<file path="config.mk">
export PLATFORM = sky130hd
export DESIGN_NAME = avc_nal_to_flv_video_tag
export DESIGN_NICKNAME = d
export VERILOG_FILES = /design/src/design/avcflv_pkg.sv /design/src/design/avcflv_ram.sv /design/src/design/avcflv_dp.sv /design/src/design/avcflv_ctrl.sv /design/src/design/avc_nal_to_flv_video_tag.sv
export SDC_FILE = /design/constraint.sdc
export NUM_CORES = 1
export LEC_CHECK = 0
export ABC_AREA = 1
export BUFFER_PORTS_ARGS = -buffer_cell sky130_fd_sc_hd__buf_2
export CORE_MARGIN = 1.5
export CORE_UTILIZATION = 49
export DETAILED_ROUTE_END_ITERATION = 10
export PLACE_DENSITY = 0.76
export SLEW_MARGIN = 0
export SYNTH_ARGS = -nofsm -noshare
export SYNTH_HDL_FRONTEND = slang
export SYNTH_SLANG_ARGS = --single-unit
</file>
<file path="constraint.sdc">
create_clock -name clk_i -period 9.75 [get_ports clk_i]
set_input_delay 1.95 -clock clk_i [delete_from_list [all_inputs] [get_ports clk_i]]
set_output_delay 1.95 -clock clk_i [all_outputs]
set_load 0.05 [all_outputs]
</file>
<file path="src/design/avcflv_pkg.sv">
`timescale 1ns / 1ps
// Shared types, constants and byte codes of the FLV AVC video tag packetizer.
package avcflv_pkg;

  // Stored SPS bytes, start code excluded.
  localparam int unsigned SPS_DEPTH = 32;
  localparam int unsigned SPS_AW    = $clog2(SPS_DEPTH);

  // Sequence header body: 13 fixed bytes, the SPS, then 3 PPS record bytes.
  localparam int unsigned SEQ_HDR_FIXED = 13;
  localparam int unsigned SEQ_REC_ID    = 6;   // profile, compat, level start here
  localparam int unsigned SEQ_OVERHEAD  = 16;
  localparam int unsigned FRAME_HDR_LEN = 9;
  localparam int unsigned IDX_W         = $clog2(SEQ_OVERHEAD + SPS_DEPTH);

  // NAL length limits, start code included.
  localparam int unsigned SPS_MIN_LEN   = 8;
  localparam int unsigned SPS_MAX_LEN   = SPS_DEPTH + 4;
  localparam int unsigned PPS_MIN_LEN   = 5;
  localparam int unsigned FRAME_MIN_LEN = 4;
  localparam int unsigned SC_LONG       = 4;
  localparam int unsigned SC_SHORT      = 3;
  localparam int unsigned SC_PROBE_POS  = 2;

  // NAL unit types.
  localparam logic [4:0] NAL_IDR = 5'd5;
  localparam logic [4:0] NAL_SPS = 5'd7;
  localparam logic [4:0] NAL_PPS = 5'd8;

  // Body byte codes.
  localparam logic [7:0] FLV_KEY_AVC   = 8'h17;
  localparam logic [7:0] FLV_INTER_AVC = 8'h27;
  localparam logic [7:0] AVC_SEQ_HDR   = 8'h00;
  localparam logic [7:0] AVC_NALU      = 8'h01;
  localparam logic [7:0] AVCC_VERSION  = 8'h01;
  localparam logic [7:0] AVCC_LEN_SIZE = 8'hFF;
  localparam logic [7:0] AVCC_NUM_SPS  = 8'hE1;
  localparam logic [7:0] AVCC_NUM_PPS  = 8'h01;

  typedef enum logic [1:0] {
    ERR_NONE     = 2'd0,
    ERR_NO_SPS   = 2'd1,
    ERR_SPS_LONG = 2'd2,
    ERR_SHORT    = 2'd3
  } err_e;

  // What one accepted byte makes the sequencer emit.
  typedef enum logic [2:0] {
    ACT_NONE,
    ACT_ERR,
    ACT_SEQ,
    ACT_FHDR,
    ACT_PAY
  } act_e;

  typedef struct packed {
    logic capture;
    logic eval;
    logic emit;
    act_e src;
  } dp_cmd_t;

  typedef struct packed {
    act_e plan;
    logic out_free;
    logic burst_end;
  } dp_stat_t;

endpackage

</file>
<file path="src/design/avcflv_ram.sv">
`timescale 1ns / 1ps
// Generic simple dual-port RAM with registered read.
module avcflv_ram #(
  parameter int unsigned WIDTH = 8,
  parameter int unsigned DEPTH = 32
) (
  input  logic                     clk_i,
  input  logic                     we_i,
  input  logic [$clog2(DEPTH)-1:0] waddr_i,
  input  logic [WIDTH-1:0]         wdata_i,
  input  logic [$clog2(DEPTH)-1:0] raddr_i,
  output logic [WIDTH-1:0]         rdata_o
);

  logic [WIDTH-1:0] mem_q [DEPTH];
  logic [WIDTH-1:0] rdata_q;

  always_ff @(posedge clk_i) begin
    if (we_i) begin
      mem_q[waddr_i] <= wdata_i;
    end
    rdata_q <= mem_q[raddr_i];
  end

  assign rdata_o = rdata_q;

endmodule

</file>
<file path="src/design/avcflv_dp.sv">
`timescale 1ns / 1ps
// Datapath: NAL context registers, SPS store, body byte generator, output register.
module avcflv_dp (
  input  logic                 clk_i,
  input  logic                 rst_ni,
  input  avcflv_pkg::dp_cmd_t  cmd_i,
  output avcflv_pkg::dp_stat_t stat_o,
  input  logic [7:0]           in_byte_i,
  input  logic [4:0]           nal_type_i,
  input  logic [23:0]          nal_length_i,
  input  logic                 first_byte_i,
  input  logic                 m_ready_i,
  output logic                 m_valid_o,
  output logic [7:0]           out_byte_o,
  output logic                 body_first_o,
  output logic                 body_last_o,
  output logic                 body_kind_o,
  output logic [24:0]          body_size_o,
  output logic [1:0]           error_code_o,
  output logic                 run_last_o
);
  import avcflv_pkg::*;

  typedef enum logic [1:0] {M_IDLE, M_SPS, M_PPS, M_FRAME} mode_e;

  // captured input word
  logic [7:0]  in_b_q;
  logic [4:0]  in_t_q;
  logic [23:0] in_len_q;
  logic        in_fb_q;

  // NAL context
  logic [23:0] pos_q, pos_d;
  logic [23:0] cur_len_q, cur_len_d;
  logic [2:0]  skip_q, skip_d;
  mode_e       mode_q, mode_d;
  logic [5:0]  sps_len_q, sps_len_d;
  logic        sps_valid_q, sps_valid_d;
  logic        idr_q, idr_d;
  err_e        err_q, err_d;
  logic        pay_last_q, pay_last_d;
  logic        pay_kind_q, pay_kind_d;

  // sequencer index
  logic [IDX_W-1:0] idx_q, idx_d;

  // output register
  logic        m_valid_q, m_valid_d;
  logic [7:0]  out_byte_q;
  logic        out_first_q, out_last_q, out_kind_q, out_run_last_q;
  logic [24:0] out_size_q;
  err_e        out_err_q;

  act_e        plan;
  err_e        plan_err;
  logic        nal_last;
  logic [2:0]  skip_new;
  logic        ram_we;
  logic [SPS_AW-1:0] wr_addr, rd_addr;
  logic [7:0]  rd_data;
  logic        out_free, load;

  logic [IDX_W-1:0] seq_end;
  logic [23:0] pps_len, plen;
  logic [24:0] seq_size, frame_size;

  logic [7:0]  res_byte;
  logic        res_first, res_last, res_kind, res_run_last;
  logic [24:0] res_size;
  err_e        res_err;
  logic        burst_end;

  assign nal_last = (pos_q == cur_len_q - 24'd1);
  assign skip_new = (in_b_q == 8'h00) ? 3'(SC_LONG) : 3'(SC_SHORT);
  assign wr_addr  = SPS_AW'(pos_q - 24'd4);

  // what this byte causes and how it moves the NAL context
  always_comb begin
    pos_d       = pos_q;
    cur_len_d   = cur_len_q;
    skip_d      = skip_q;
    mode_d      = mode_q;
    sps_len_d   = sps_len_q;
    sps_valid_d = sps_valid_q;
    idr_d       = idr_q;
    err_d       = err_q;
    pay_last_d  = pay_last_q;
    pay_kind_d  = pay_kind_q;
    plan        = ACT_NONE;
    plan_err    = ERR_NONE;
    ram_we      = 1'b0;

    if (in_fb_q) begin
      case (in_t_q)
        NAL_SPS: begin
          if (in_len_q < 24'(SPS_MIN_LEN)) plan_err = ERR_SHORT;
          else if (in_len_q > 24'(SPS_MAX_LEN)) plan_err = ERR_SPS_LONG;
        end
        NAL_PPS: begin
          if (!sps_valid_q) plan_err = ERR_NO_SPS;
          else if (in_len_q < 24'(PPS_MIN_LEN)) plan_err = ERR_SHORT;
        end
        default: begin
          if (in_len_q < 24'(FRAME_MIN_LEN)) plan_err = ERR_SHORT;
        end
      endcase
      if (plan_err != ERR_NONE) plan = ACT_ERR;
      else if (in_t_q == NAL_PPS) plan = ACT_SEQ;
    end else if (mode_q == M_FRAME && pos_q == 24'(SC_PROBE_POS)) begin
      // start code length is known on the third byte
      if (cur_len_q < 24'(skip_new) + 24'd1) begin
        plan_err = ERR_SHORT;
        plan     = ACT_ERR;
      end else begin
        plan = ACT_FHDR;
      end
    end else if (mode_q == M_PPS && pos_q >= 24'(SC_LONG)) begin
      plan = ACT_PAY;
    end else if (mode_q == M_FRAME && skip_q != 3'd0 && pos_q >= 24'(skip_q)) begin
      plan = ACT_PAY;
    end

    if (cmd_i.eval) begin
      err_d = plan_err;
      if (in_fb_q) begin
        mode_d    = M_IDLE;
        pos_d     = '0;
        cur_len_d = in_len_q;
        skip_d    = '0;
        if (plan_err == ERR_NONE) begin
          pos_d = 24'd1;
          case (in_t_q)
            NAL_SPS: begin
              mode_d      = M_SPS;
              skip_d      = 3'(SC_LONG);
              sps_valid_d = 1'b0;
            end
            NAL_PPS: begin
              mode_d = M_PPS;
              skip_d = 3'(SC_LONG);
            end
            default: begin
              mode_d = M_FRAME;
              idr_d  = (in_t_q == NAL_IDR);
            end
          endcase
        end
      end else if (mode_q != M_IDLE) begin
        if (plan == ACT_ERR) begin
          mode_d = M_IDLE;
        end else begin
          if (mode_q == M_SPS) begin
            ram_we = (pos_q >= 24'(SC_LONG));
            if (nal_last) begin
              sps_len_d   = 6'(cur_len_q - 24'd4);
              sps_valid_d = 1'b1;
            end
          end
          if (mode_q == M_FRAME && pos_q == 24'(SC_PROBE_POS)) skip_d = skip_new;
          pay_last_d = nal_last;
          pay_kind_d = (mode_q == M_FRAME);
          if (nal_last) mode_d = M_IDLE;
          pos_d = pos_q + 24'd1;
        end
      end
    end
  end

  // body byte generator
  assign seq_end    = IDX_W'(SEQ_HDR_FIXED) + IDX_W'(sps_len_q);
  assign pps_len    = cur_len_q - 24'd4;
  assign plen       = cur_len_q - 24'(skip_q);
  assign seq_size   = 25'(SEQ_OVERHEAD) + 25'(sps_len_q) + 25'(pps_len);
  assign frame_size = 25'(FRAME_HDR_LEN) + 25'(plen);

  always_comb begin
    res_byte     = '0;
    res_first    = 1'b0;
    res_last     = 1'b0;
    res_kind     = 1'b0;
    res_size     = '0;
    res_err      = ERR_NONE;
    res_run_last = 1'b0;
    burst_end    = 1'b1;
    case (cmd_i.src)
      ACT_ERR: begin
        res_err      = err_q;
        res_run_last = 1'b1;
      end
      ACT_SEQ: begin
        burst_end = (idx_q == seq_end + IDX_W'(2));
        if (idx_q < IDX_W'(SEQ_HDR_FIXED)) begin
          case (idx_q[3:0])
            4'd0: begin
              res_byte  = FLV_KEY_AVC;
              res_first = 1'b1;
              res_size  = seq_size;
            end
            4'd5:              res_byte = AVCC_VERSION;
            4'd6, 4'd7, 4'd8:  res_byte = rd_data;
            4'd9:              res_byte = AVCC_LEN_SIZE;
            4'd10:             res_byte = AVCC_NUM_SPS;
            4'd12:             res_byte = 8'(sps_len_q);
            default:           res_byte = AVC_SEQ_HDR;
          endcase
        end else if (idx_q < seq_end) begin
          res_byte = rd_data;
        end else if (idx_q == seq_end) begin
          res_byte = AVCC_NUM_PPS;
        end else if (idx_q == seq_end + IDX_W'(1)) begin
          res_byte = pps_len[15:8];
        end else begin
          res_byte     = pps_len[7:0];
          res_run_last = 1'b1;
        end
      end
      ACT_FHDR: begin
        res_kind  = 1'b1;
        burst_end = (idx_q == IDX_W'(FRAME_HDR_LEN - 1));
        case (idx_q[3:0])
          4'd0: begin
            res_byte  = idr_q ? FLV_KEY_AVC : FLV_INTER_AVC;
            res_first = 1'b1;
            res_size  = frame_size;
          end
          4'd1: res_byte = AVC_NALU;
          4'd6: res_byte = plen[23:16];
          4'd7: res_byte = plen[15:8];
          4'd8: begin
            res_byte     = plen[7:0];
            res_run_last = 1'b1;
          end
          default: res_byte = 8'h00;   // composition time, length top byte
        endcase
      end
      ACT_PAY: begin
        res_byte     = in_b_q;
        res_last     = pay_last_q;
        res_kind     = pay_kind_q;
        res_run_last = 1'b1;
      end
      default: ;
    endcase
  end

  assign out_free  = !m_valid_q || m_ready_i;
  assign load      = cmd_i.emit && out_free;
  assign m_valid_d = load ? 1'b1 : (m_ready_i ? 1'b0 : m_valid_q);

  always_comb begin
    if (cmd_i.eval) idx_d = '0;
    else if (load) idx_d = idx_q + IDX_W'(1);
    else idx_d = idx_q;
  end

  // read one index ahead so the stored byte is ready when its index comes up
  always_comb begin
    if (idx_d < IDX_W'(SEQ_HDR_FIXED)) rd_addr = SPS_AW'(idx_d - IDX_W'(SEQ_REC_ID - 1));
    else rd_addr = SPS_AW'(idx_d - IDX_W'(SEQ_HDR_FIXED));
  end

  avcflv_ram #(
    .WIDTH (8),
    .DEPTH (SPS_DEPTH)
  ) u_sps_ram (
    .clk_i   (clk_i),
    .we_i    (ram_we),
    .waddr_i (wr_addr),
    .wdata_i (in_b_q),
    .raddr_i (rd_addr),
    .rdata_o (rd_data)
  );

  always_ff @(posedge clk_i or negedge rst_ni) begin
    if (!rst_ni) begin
      pos_q       <= '0;
      cur_len_q   <= '0;
      skip_q      <= '0;
      mode_q      <= M_IDLE;
      sps_len_q   <= '0;
      sps_valid_q <= 1'b0;
      idr_q       <= 1'b0;
      idx_q       <= '0;
      m_valid_q   <= 1'b0;
    end else begin
      pos_q       <= pos_d;
      cur_len_q   <= cur_len_d;
      skip_q      <= skip_d;
      mode_q      <= mode_d;
      sps_len_q   <= sps_len_d;
      sps_valid_q <= sps_valid_d;
      idr_q       <= idr_d;
      idx_q       <= idx_d;
      m_valid_q   <= m_valid_d;
    end
  end

  always_ff @(posedge clk_i) begin
    if (cmd_i.capture) begin
      in_b_q   <= in_byte_i;
      in_t_q   <= nal_type_i;
      in_len_q <= nal_length_i;
      in_fb_q  <= first_byte_i;
    end
    err_q      <= err_d;
    pay_last_q <= pay_last_d;
    pay_kind_q <= pay_kind_d;
    if (load) begin
      out_byte_q     <= res_byte;
      out_first_q    <= res_first;
      out_last_q     <= res_last;
      out_kind_q     <= res_kind;
      out_size_q     <= res_size;
      out_err_q      <= res_err;
      out_run_last_q <= res_run_last;
    end
  end

  assign stat_o.plan      = plan;
  assign stat_o.out_free  = out_free;
  assign stat_o.burst_end = burst_end;

  assign m_valid_o    = m_valid_q;
  assign out_byte_o   = out_byte_q;
  assign body_first_o = out_first_q;
  assign body_last_o  = out_last_q;
  assign body_kind_o  = out_kind_q;
  assign body_size_o  = out_size_q;
  assign error_code_o = out_err_q;
  assign run_last_o   = out_run_last_q;

endmodule

</file>
<file path="src/design/avcflv_ctrl.sv">
`timescale 1ns / 1ps
// Controller: accepts a byte, has it evaluated, then sequences the output words it causes.
module avcflv_ctrl (
  input  logic                 clk_i,
  input  logic                 rst_ni,
  input  logic                 in_valid_i,
  output logic                 in_ready_o,
  input  avcflv_pkg::dp_stat_t stat_i,
  output avcflv_pkg::dp_cmd_t  cmd_o
);
  import avcflv_pkg::*;

  typedef enum logic [2:0] {
    S_IDLE,
    S_EVAL,
    S_ERR,
    S_SEQ,
    S_FHDR,
    S_PAY
  } state_e;

  state_e state_q, state_d;

  always_comb begin
    state_d = state_q;
    case (state_q)
      S_IDLE: begin
        if (in_valid_i) state_d = S_EVAL;
      end
      S_EVAL: begin
        case (stat_i.plan)
          ACT_ERR:  state_d = S_ERR;
          ACT_SEQ:  state_d = S_SEQ;
          ACT_FHDR: state_d = S_FHDR;
          ACT_PAY:  state_d = S_PAY;
          default:  state_d = S_IDLE;
        endcase
      end
      S_ERR, S_SEQ, S_FHDR, S_PAY: begin
        if (stat_i.out_free && stat_i.burst_end) state_d = S_IDLE;
      end
      default: state_d = S_IDLE;
    endcase
  end

  always_ff @(posedge clk_i or negedge rst_ni) begin
    if (!rst_ni) begin
      state_q <= S_IDLE;
    end else begin
      state_q <= state_d;
    end
  end

  always_comb begin
    cmd_o.capture = (state_q == S_IDLE) && in_valid_i;
    cmd_o.eval    = (state_q == S_EVAL);
    cmd_o.emit    = state_q inside {S_ERR, S_SEQ, S_FHDR, S_PAY};
    case (state_q)
      S_ERR:   cmd_o.src = ACT_ERR;
      S_SEQ:   cmd_o.src = ACT_SEQ;
      S_FHDR:  cmd_o.src = ACT_FHDR;
      S_PAY:   cmd_o.src = ACT_PAY;
      default: cmd_o.src = ACT_NONE;
    endcase
  end

  assign in_ready_o = (state_q == S_IDLE);

endmodule

</file>
<file path="src/design/avc_nal_to_flv_video_tag.sv">
`timescale 1ns / 1ps
// Top level of the H.264 Annex-B NAL to FLV AVC video tag body packetizer.
// Takes one NAL byte per input word and emits FLV video tag body bytes, one per
// output word. A byte is taken in one cycle and evaluated in the next. The
// output sequencer emits one word per cycle while the output side is ready:
// the first byte of a PPS causes the sequence header, the third byte of a
// slice NAL the frame header, and an error one error word. An output register
// separates the two sides, so the next byte is taken while a finished word
// still waits. The SPS store needs no clearing after reset. tlast on the input
// is not used: the length on the first byte sets where each NAL ends.
module avc_nal_to_flv_video_tag (
  input  logic        clk_i,
  input  logic        rst_ni,
  input  logic        s_axis_tvalid,
  output logic        s_axis_tready,
  input  logic [31:0] s_axis_tdata,   // in_byte[7:0], nal_length[31:8]
  input  logic [5:0]  s_axis_tuser,   // nal_type[4:0], first_byte[5]
  input  logic        s_axis_tlast,   // last_byte
  output logic        m_axis_tvalid,
  input  logic        m_axis_tready,
  output logic [39:0] m_axis_tdata,   // out_byte[7:0], body_size[32:8], zero[39:33]
  output logic [4:0]  m_axis_tuser,   // body_first[0], body_kind[1], error_code[3:2],
                                      // run_last[4]
  output logic        m_axis_tlast    // body_last
);
  import avcflv_pkg::*;

  dp_cmd_t     dp_cmd;
  dp_stat_t    dp_stat;
  logic [7:0]  out_byte;
  logic        body_first, body_last, body_kind, run_last;
  logic [24:0] body_size;
  logic [1:0]  error_code;

  avcflv_ctrl u_ctrl (
    .clk_i      (clk_i),
    .rst_ni     (rst_ni),
    .in_valid_i (s_axis_tvalid),
    .in_ready_o (s_axis_tready),
    .stat_i     (dp_stat),
    .cmd_o      (dp_cmd)
  );

  avcflv_dp u_dp (
    .clk_i        (clk_i),
    .rst_ni       (rst_ni),
    .cmd_i        (dp_cmd),
    .stat_o       (dp_stat),
    .in_byte_i    (s_axis_tdata[7:0]),
    .nal_type_i   (s_axis_tuser[4:0]),
    .nal_length_i (s_axis_tdata[31:8]),
    .first_byte_i (s_axis_tuser[5]),
    .m_ready_i    (m_axis_tready),
    .m_valid_o    (m_axis_tvalid),
    .out_byte_o   (out_byte),
    .body_first_o (body_first),
    .body_last_o  (body_last),
    .body_kind_o  (body_kind),
    .body_size_o  (body_size),
    .error_code_o (error_code),
    .run_last_o   (run_last)
  );

  assign m_axis_tdata = {7'd0, body_size, out_byte};
  assign m_axis_tuser = {run_last, error_code, body_kind, body_first};
  assign m_axis_tlast = body_last;

  // one byte is evaluated at a time
  a_one_at_a_time: assert property (@(posedge clk_i) disable iff (!rst_ni)
    (s_axis_tvalid && s_axis_tready) |=> !s_axis_tready)
    else $error("input taken while a byte is still being evaluated");

  // an error word stands alone and ends its run
  a_err_word: assert property (@(posedge clk_i) disable iff (!rst_ni)
    (m_axis_tvalid && m_axis_tuser[3:2] != ERR_NONE) |->
      (m_axis_tuser[4] && !m_axis_tuser[0] && !m_axis_tlast))
    else $error("error word carries body flags");

  // a body opening word carries its size
  a_first_size: assert property (@(posedge clk_i) disable iff (!rst_ni)
    (m_axis_tvalid && m_axis_tuser[0]) |-> (m_axis_tdata[32:8] != 25'd0))
    else $error("body start without a size");

endmodule
</file>
==> run_results.csv <==
group,metric,value,unit
global_routing,global_route.overflow_total,0,
timing,report.final.setup_viol,0,
timing,rsz_0062_raised_after_global_routing,"no",
routing,wl_per_cell,18.8,µm
yosys,syn-mean-instance-area,8.85,µm²
power_and_ir_drop,power.ir.vdd_worst,171,µV
clock_tree,clk_pin_slew,0.06,ns
yosys,synth_compound_gate_area_share,0.0890,
setup_path,r2r-end,"u_dp.u_sps_ram.rdata_o[3]",
floorplanning,initial_core_util,0.500,
yosys,synth_xor_area_frac,0.0384,
clock_tree,postCtsResizedCells,0,
clock_tree,cts-buffers-inserted,44,
yosys,synth_top_family_by_area,"simple AND/OR/NAND/NOR gates",
status,status,"complete, no violations",
global_routing,grt_util_met1,0.373,
clock_tree,tritoncts,"done",
global_routing,number_of_antenna_violations_at_the_first_check_in_global_routing,0,
global_routing,met2_usage,0.391,
layout,final_cell_area,24500,µm²
setup_path,worstReg2RegStart,"u_ctrl.state_q[1]",
clock_tree,cts_sinks,415,
yosys,synthMuxAreaShare,0,
timing,layout_worst_path_cycle_share,0.600,
global_routing,global_route.peak_usage_layer,"met2",
global_routing,grtUsageMet3,0.0505,
setup_path,critical_path_class,"input pin to flip-flop",
layout,seqCellArea,12000,µm²
layout,layout-drive-gt1-share,0.0908,
routing,detail_route.drc_violations,0,
clock_tree,clock-root-buffer,"sky130_fd_sc_hd__clkbuf_16",
layout,fill_cells,3975,
min_path,hp-start,"u_dp.in_len_q[17]",
routing,detailed_route_iter0_violations,1806,
routing,detail_route.vias_per_cell,5.65,
power_and_ir_drop,cellLeakagePower,9.81,nW
yosys,synth-edff-count,337,
layout,postLayoutCoreUtil,0.551,
min_path,worstHoldPathType,"flip-flop to flip-flop",
floorplanning,ios,91,
timing,worst_clock_skew,0.0274,ns
yosys,syn-instance-count,2515,
layout,flow.area_growth_from_synthesis,10.2,%
setup_path,r2r_slack,4.73,ns
routing,via_count,18000,
min_path,worst_hold_path.endpoint,"u_dp.cur_len_q[17]",
setup_path,worstPathRequired,10.29,ns
clock_tree,postCtsSetupRepairBufs,0,
layout,multiInputGateArea,8880,µm²
flow_run,maxCapViolations,0,
floorplanning,die_area,46700,µm²
routing,dr.pass1.iters,6,
floorplanning,placeableCoreArea,44500,µm²
routing,route.final.wire_length,59800,µm
yosys,synth.distinct_cells,55,
global_routing,first_pass_grt_wire_length,94100,µm
timing,tns,0,ns
global_routing,grt_util_all_layers,0.259,
timing,timing.final.crit_period,5.85,ns
setup_path,timing.critical_path.to_type,"flip-flop",
power_and_ir_drop,total_power,6.66,mW
setup_path,r2r_cells,18,
yosys,synth-async-reset-ratio,0.169,
floorplanning,floorplan.rows,77,
placement,placement.io_buffers,82,
clock_tree,worstSkewPairLatency,0.59,ns
clock_tree,ctsLongestPathBuffers,3,
yosys,ys.flop_type,"sky130_fd_sc_hd__edfxtp_1",
setup_path,path_max_fanout,60,
setup_path,critical_path_arrival,6.39,ns
floorplanning,chipHeight,216,µm
yosys,post_synth_instance_area,22200,µm²
timing,fmax,171,MHz
clock_tree,htreeDepth,2,
setup_path,timing.critical_path.from_type,"input pin",
yosys,ys_warn_count,0,
yosys,ys_seq_area_frac,0.541,
timing,final_hold_viol_count,0,
floorplanning,die_wd,216,µm
yosys,synth_register_bits,415,
placement,routabilityCongestion,0.968,
placement,postPlaceCellArea,23100,µm²
timing,final_max_slew_viol_count,0,
clock_tree,post_cts_hold_buffer_count,0,
power_and_ir_drop,powerDensity,272,nW/µm²
yosys,yosys.area_share.adder,0.0249,
global_routing,grt_max_degree,97,
yosys,synth-simple-area-share,0.245,
layout,finish.net_count,2649,
timing,maxSlewHeadroom,0.197,
global_routing,via_count_of_the_first_global_routing_pass,17200,
placement,post-dp-hpwl,41500,µm
routing,detail-route-antenna-nets,0,
layout,antenna-diode-count,0,
min_path,min_delay_path_depth,2,
timing,worst_pin_slew,1.20,ns
-- worst max-delay path by stage --
stage	start	endpoint	slack, ns	cells past startpoint
2_1_floorplan	m_axis_tready	u_dp.u_sps_ram.rdata_o[0]	4.69	19
3_3_place_gp	m_axis_tready	u_dp.u_sps_ram.rdata_o[0]	3.57	18
3_5_place_dp	m_axis_tready	u_dp.u_sps_ram.rdata_o[0]	3.47	18
4_1_cts	m_axis_tready	u_dp.u_sps_ram.rdata_o[0]	4.04	18
5_1_grt	m_axis_tready	u_dp.u_sps_ram.rdata_o[0]	3.58	18
6_report	m_axis_tready	u_dp.u_sps_ram.rdata_o[3]	3.90	18
-- final cells by class --
class	count	area share
flip-flops and latches	415	0.491
multi-input cells	1764	0.362
clock buffers	56	0.0480
inverters	241	0.0369
well taps	592	0.0302
repair buffers	97	0.0214
clock inverters	25	0.0102
-- per-stage QoR --
stage	worst slack (ns)	instances	hold WS, ns
4_1_cts	4.04	3190	0.493
3_5_place_dp	3.47	3109	0.478
3_3_place_gp	3.57	3109	0.469
5_1_grt	3.58	3190	0.532
2_1_floorplan	4.69	2521	0.449
6_report	3.90	3190	0.482
-- critical path, cell delays in order --
cell and delay (ns):
sky130_fd_sc_hd__buf_2 0.10, sky130_fd_sc_hd__inv_1 0.04, sky130_fd_sc_hd__nand2_1 0.16, sky130_fd_sc_hd__nand2_4 0.18, sky130_fd_sc_hd__inv_2 0.31, sky130_fd_sc_hd__nand2_4 0.19, sky130_fd_sc_hd__nand3_4 0.48, sky130_fd_sc_hd__ha_1 0.47
sky130_fd_sc_hd__inv_1 0.08, sky130_fd_sc_hd__nand4_1 0.11, sky130_fd_sc_hd__o21ai_0 0.19, sky130_fd_sc_hd__nor2_1 0.10, sky130_fd_sc_hd__ha_1 0.44, sky130_fd_sc_hd__xnor2_2 0.84, sky130_fd_sc_hd__nand3_1 0.38, sky130_fd_sc_hd__nand2_1 0.18
sky130_fd_sc_hd__nand2_1 0.07, sky130_fd_sc_hd__nand2_1 0.09
-- sequential cells by signal, summed over array words and instances (netlist names), 2 cells and up --
register,cells
u_dp.skip_q,2
u_dp.in_b_q,8
u_dp.err_q,2
u_dp.mode_q,2
u_dp.error_code_o,2
u_dp.in_len_q,24
u_dp.sps_len_q,6
u_dp.out_byte_o,8
u_dp.cur_len_q,24
u_dp.u_sps_ram.mem_q,256
u_dp.idx_q,6
u_dp.u_sps_ram.rdata_o,8
u_ctrl.state_q,3
u_dp.pos_q,24
u_dp.in_t_q,5
u_dp.body_size_o,25
-- synth_stat cells (4+ instances only) --
master,instances,share of area
sky130_fd_sc_hd__nand2_2,8,0.0022
sky130_fd_sc_hd__edfxtp_1,337,0.45
sky130_fd_sc_hd__o22ai_1,7,0.0020
sky130_fd_sc_hd__a21oi_1,66,0.015
sky130_fd_sc_hd__clkbuf_1,56,0.0094
sky130_fd_sc_hd__a31oi_1,4,0.0011
sky130_fd_sc_hd__o31ai_1,18,0.0061
sky130_fd_sc_hd__buf_4,11,0.0037
sky130_fd_sc_hd__a211oi_1,5,0.0017
sky130_fd_sc_hd__dfrtp_1,70,0.079
sky130_fd_sc_hd__o21ai_0,212,0.048
sky130_fd_sc_hd__inv_2,10,0.0017
sky130_fd_sc_hd__xnor2_1,14,0.0055
sky130_fd_sc_hd__xor2_1,76,0.030
sky130_fd_sc_hd__nor2_2,16,0.0045
sky130_fd_sc_hd__o21ai_1,12,0.0027
sky130_fd_sc_hd__o211ai_1,20,0.0067
sky130_fd_sc_hd__ha_1,41,0.023
sky130_fd_sc_hd__nand4_1,36,0.010
sky130_fd_sc_hd__nor3b_1,4,0.0013
sky130_fd_sc_hd__clkinv_1,6,0.0010
sky130_fd_sc_hd__nand3_1,227,0.051
sky130_fd_sc_hd__inv_1,225,0.038
sky130_fd_sc_hd__nor3_1,19,0.0043
sky130_fd_sc_hd__nand3b_1,10,0.0034
sky130_fd_sc_hd__buf_2,27,0.0061
sky130_fd_sc_hd__nand2_1,507,0.086
sky130_fd_sc_hd__nor2_4,6,0.0030
sky130_fd_sc_hd__dfxtp_1,8,0.0072
sky130_fd_sc_hd__nor4_1,14,0.0039
sky130_fd_sc_hd__nor2_1,385,0.065
sky130_fd_sc_hd__nand3_2,5,0.0022
sky130_fd_sc_hd__or2_2,15,0.0042
-- power by group --
part | switching, mW | internal (mW) | total (mW)
registers | 0.215 | 2.13 | 2.35
logic | 1.94 | 0.727 | 2.67
clock network | 0.720 | 0.923 | 1.64
-- placed cells by master (no fill, tap or decap), types with 20 or more instances in the layout --
cell type / instances
sky130_fd_sc_hd__a21oi_1: 66
sky130_fd_sc_hd__buf_2: 81
sky130_fd_sc_hd__clkbuf_16: 44
sky130_fd_sc_hd__dfrtp_1: 70
sky130_fd_sc_hd__edfxtp_1: 337
sky130_fd_sc_hd__ha_1: 41
sky130_fd_sc_hd__inv_1: 225
sky130_fd_sc_hd__nand2_1: 507
sky130_fd_sc_hd__nand3_1: 227
sky130_fd_sc_hd__nand4_1: 36
sky130_fd_sc_hd__nor2_1: 383
sky130_fd_sc_hd__o211ai_1: 20
sky130_fd_sc_hd__o21ai_0: 212
sky130_fd_sc_hd__xor2_1: 76
-- per-layer routing --
| layer | part of all wire | wire (µm) |
|---|---|---|
| met1 | 0.44 | 26200 |
| met2 | 0.44 | 26200 |
| met3 | 0.093 | 5560 |
| met4 | 0.031 | 1880 |
| met5 | 0 | 0 |
-- logic make-up after synthesis --
family | count (synthesis)
flip-flops | 415
buffers and inverters | 342
AO/OA/AOI/OAI | 360
XOR/XNOR | 93
other | 1
adder cells (fa/ha/maj) | 43
AND/OR/NAND/NOR | 1261
Power figures use the tool's default switching activity.
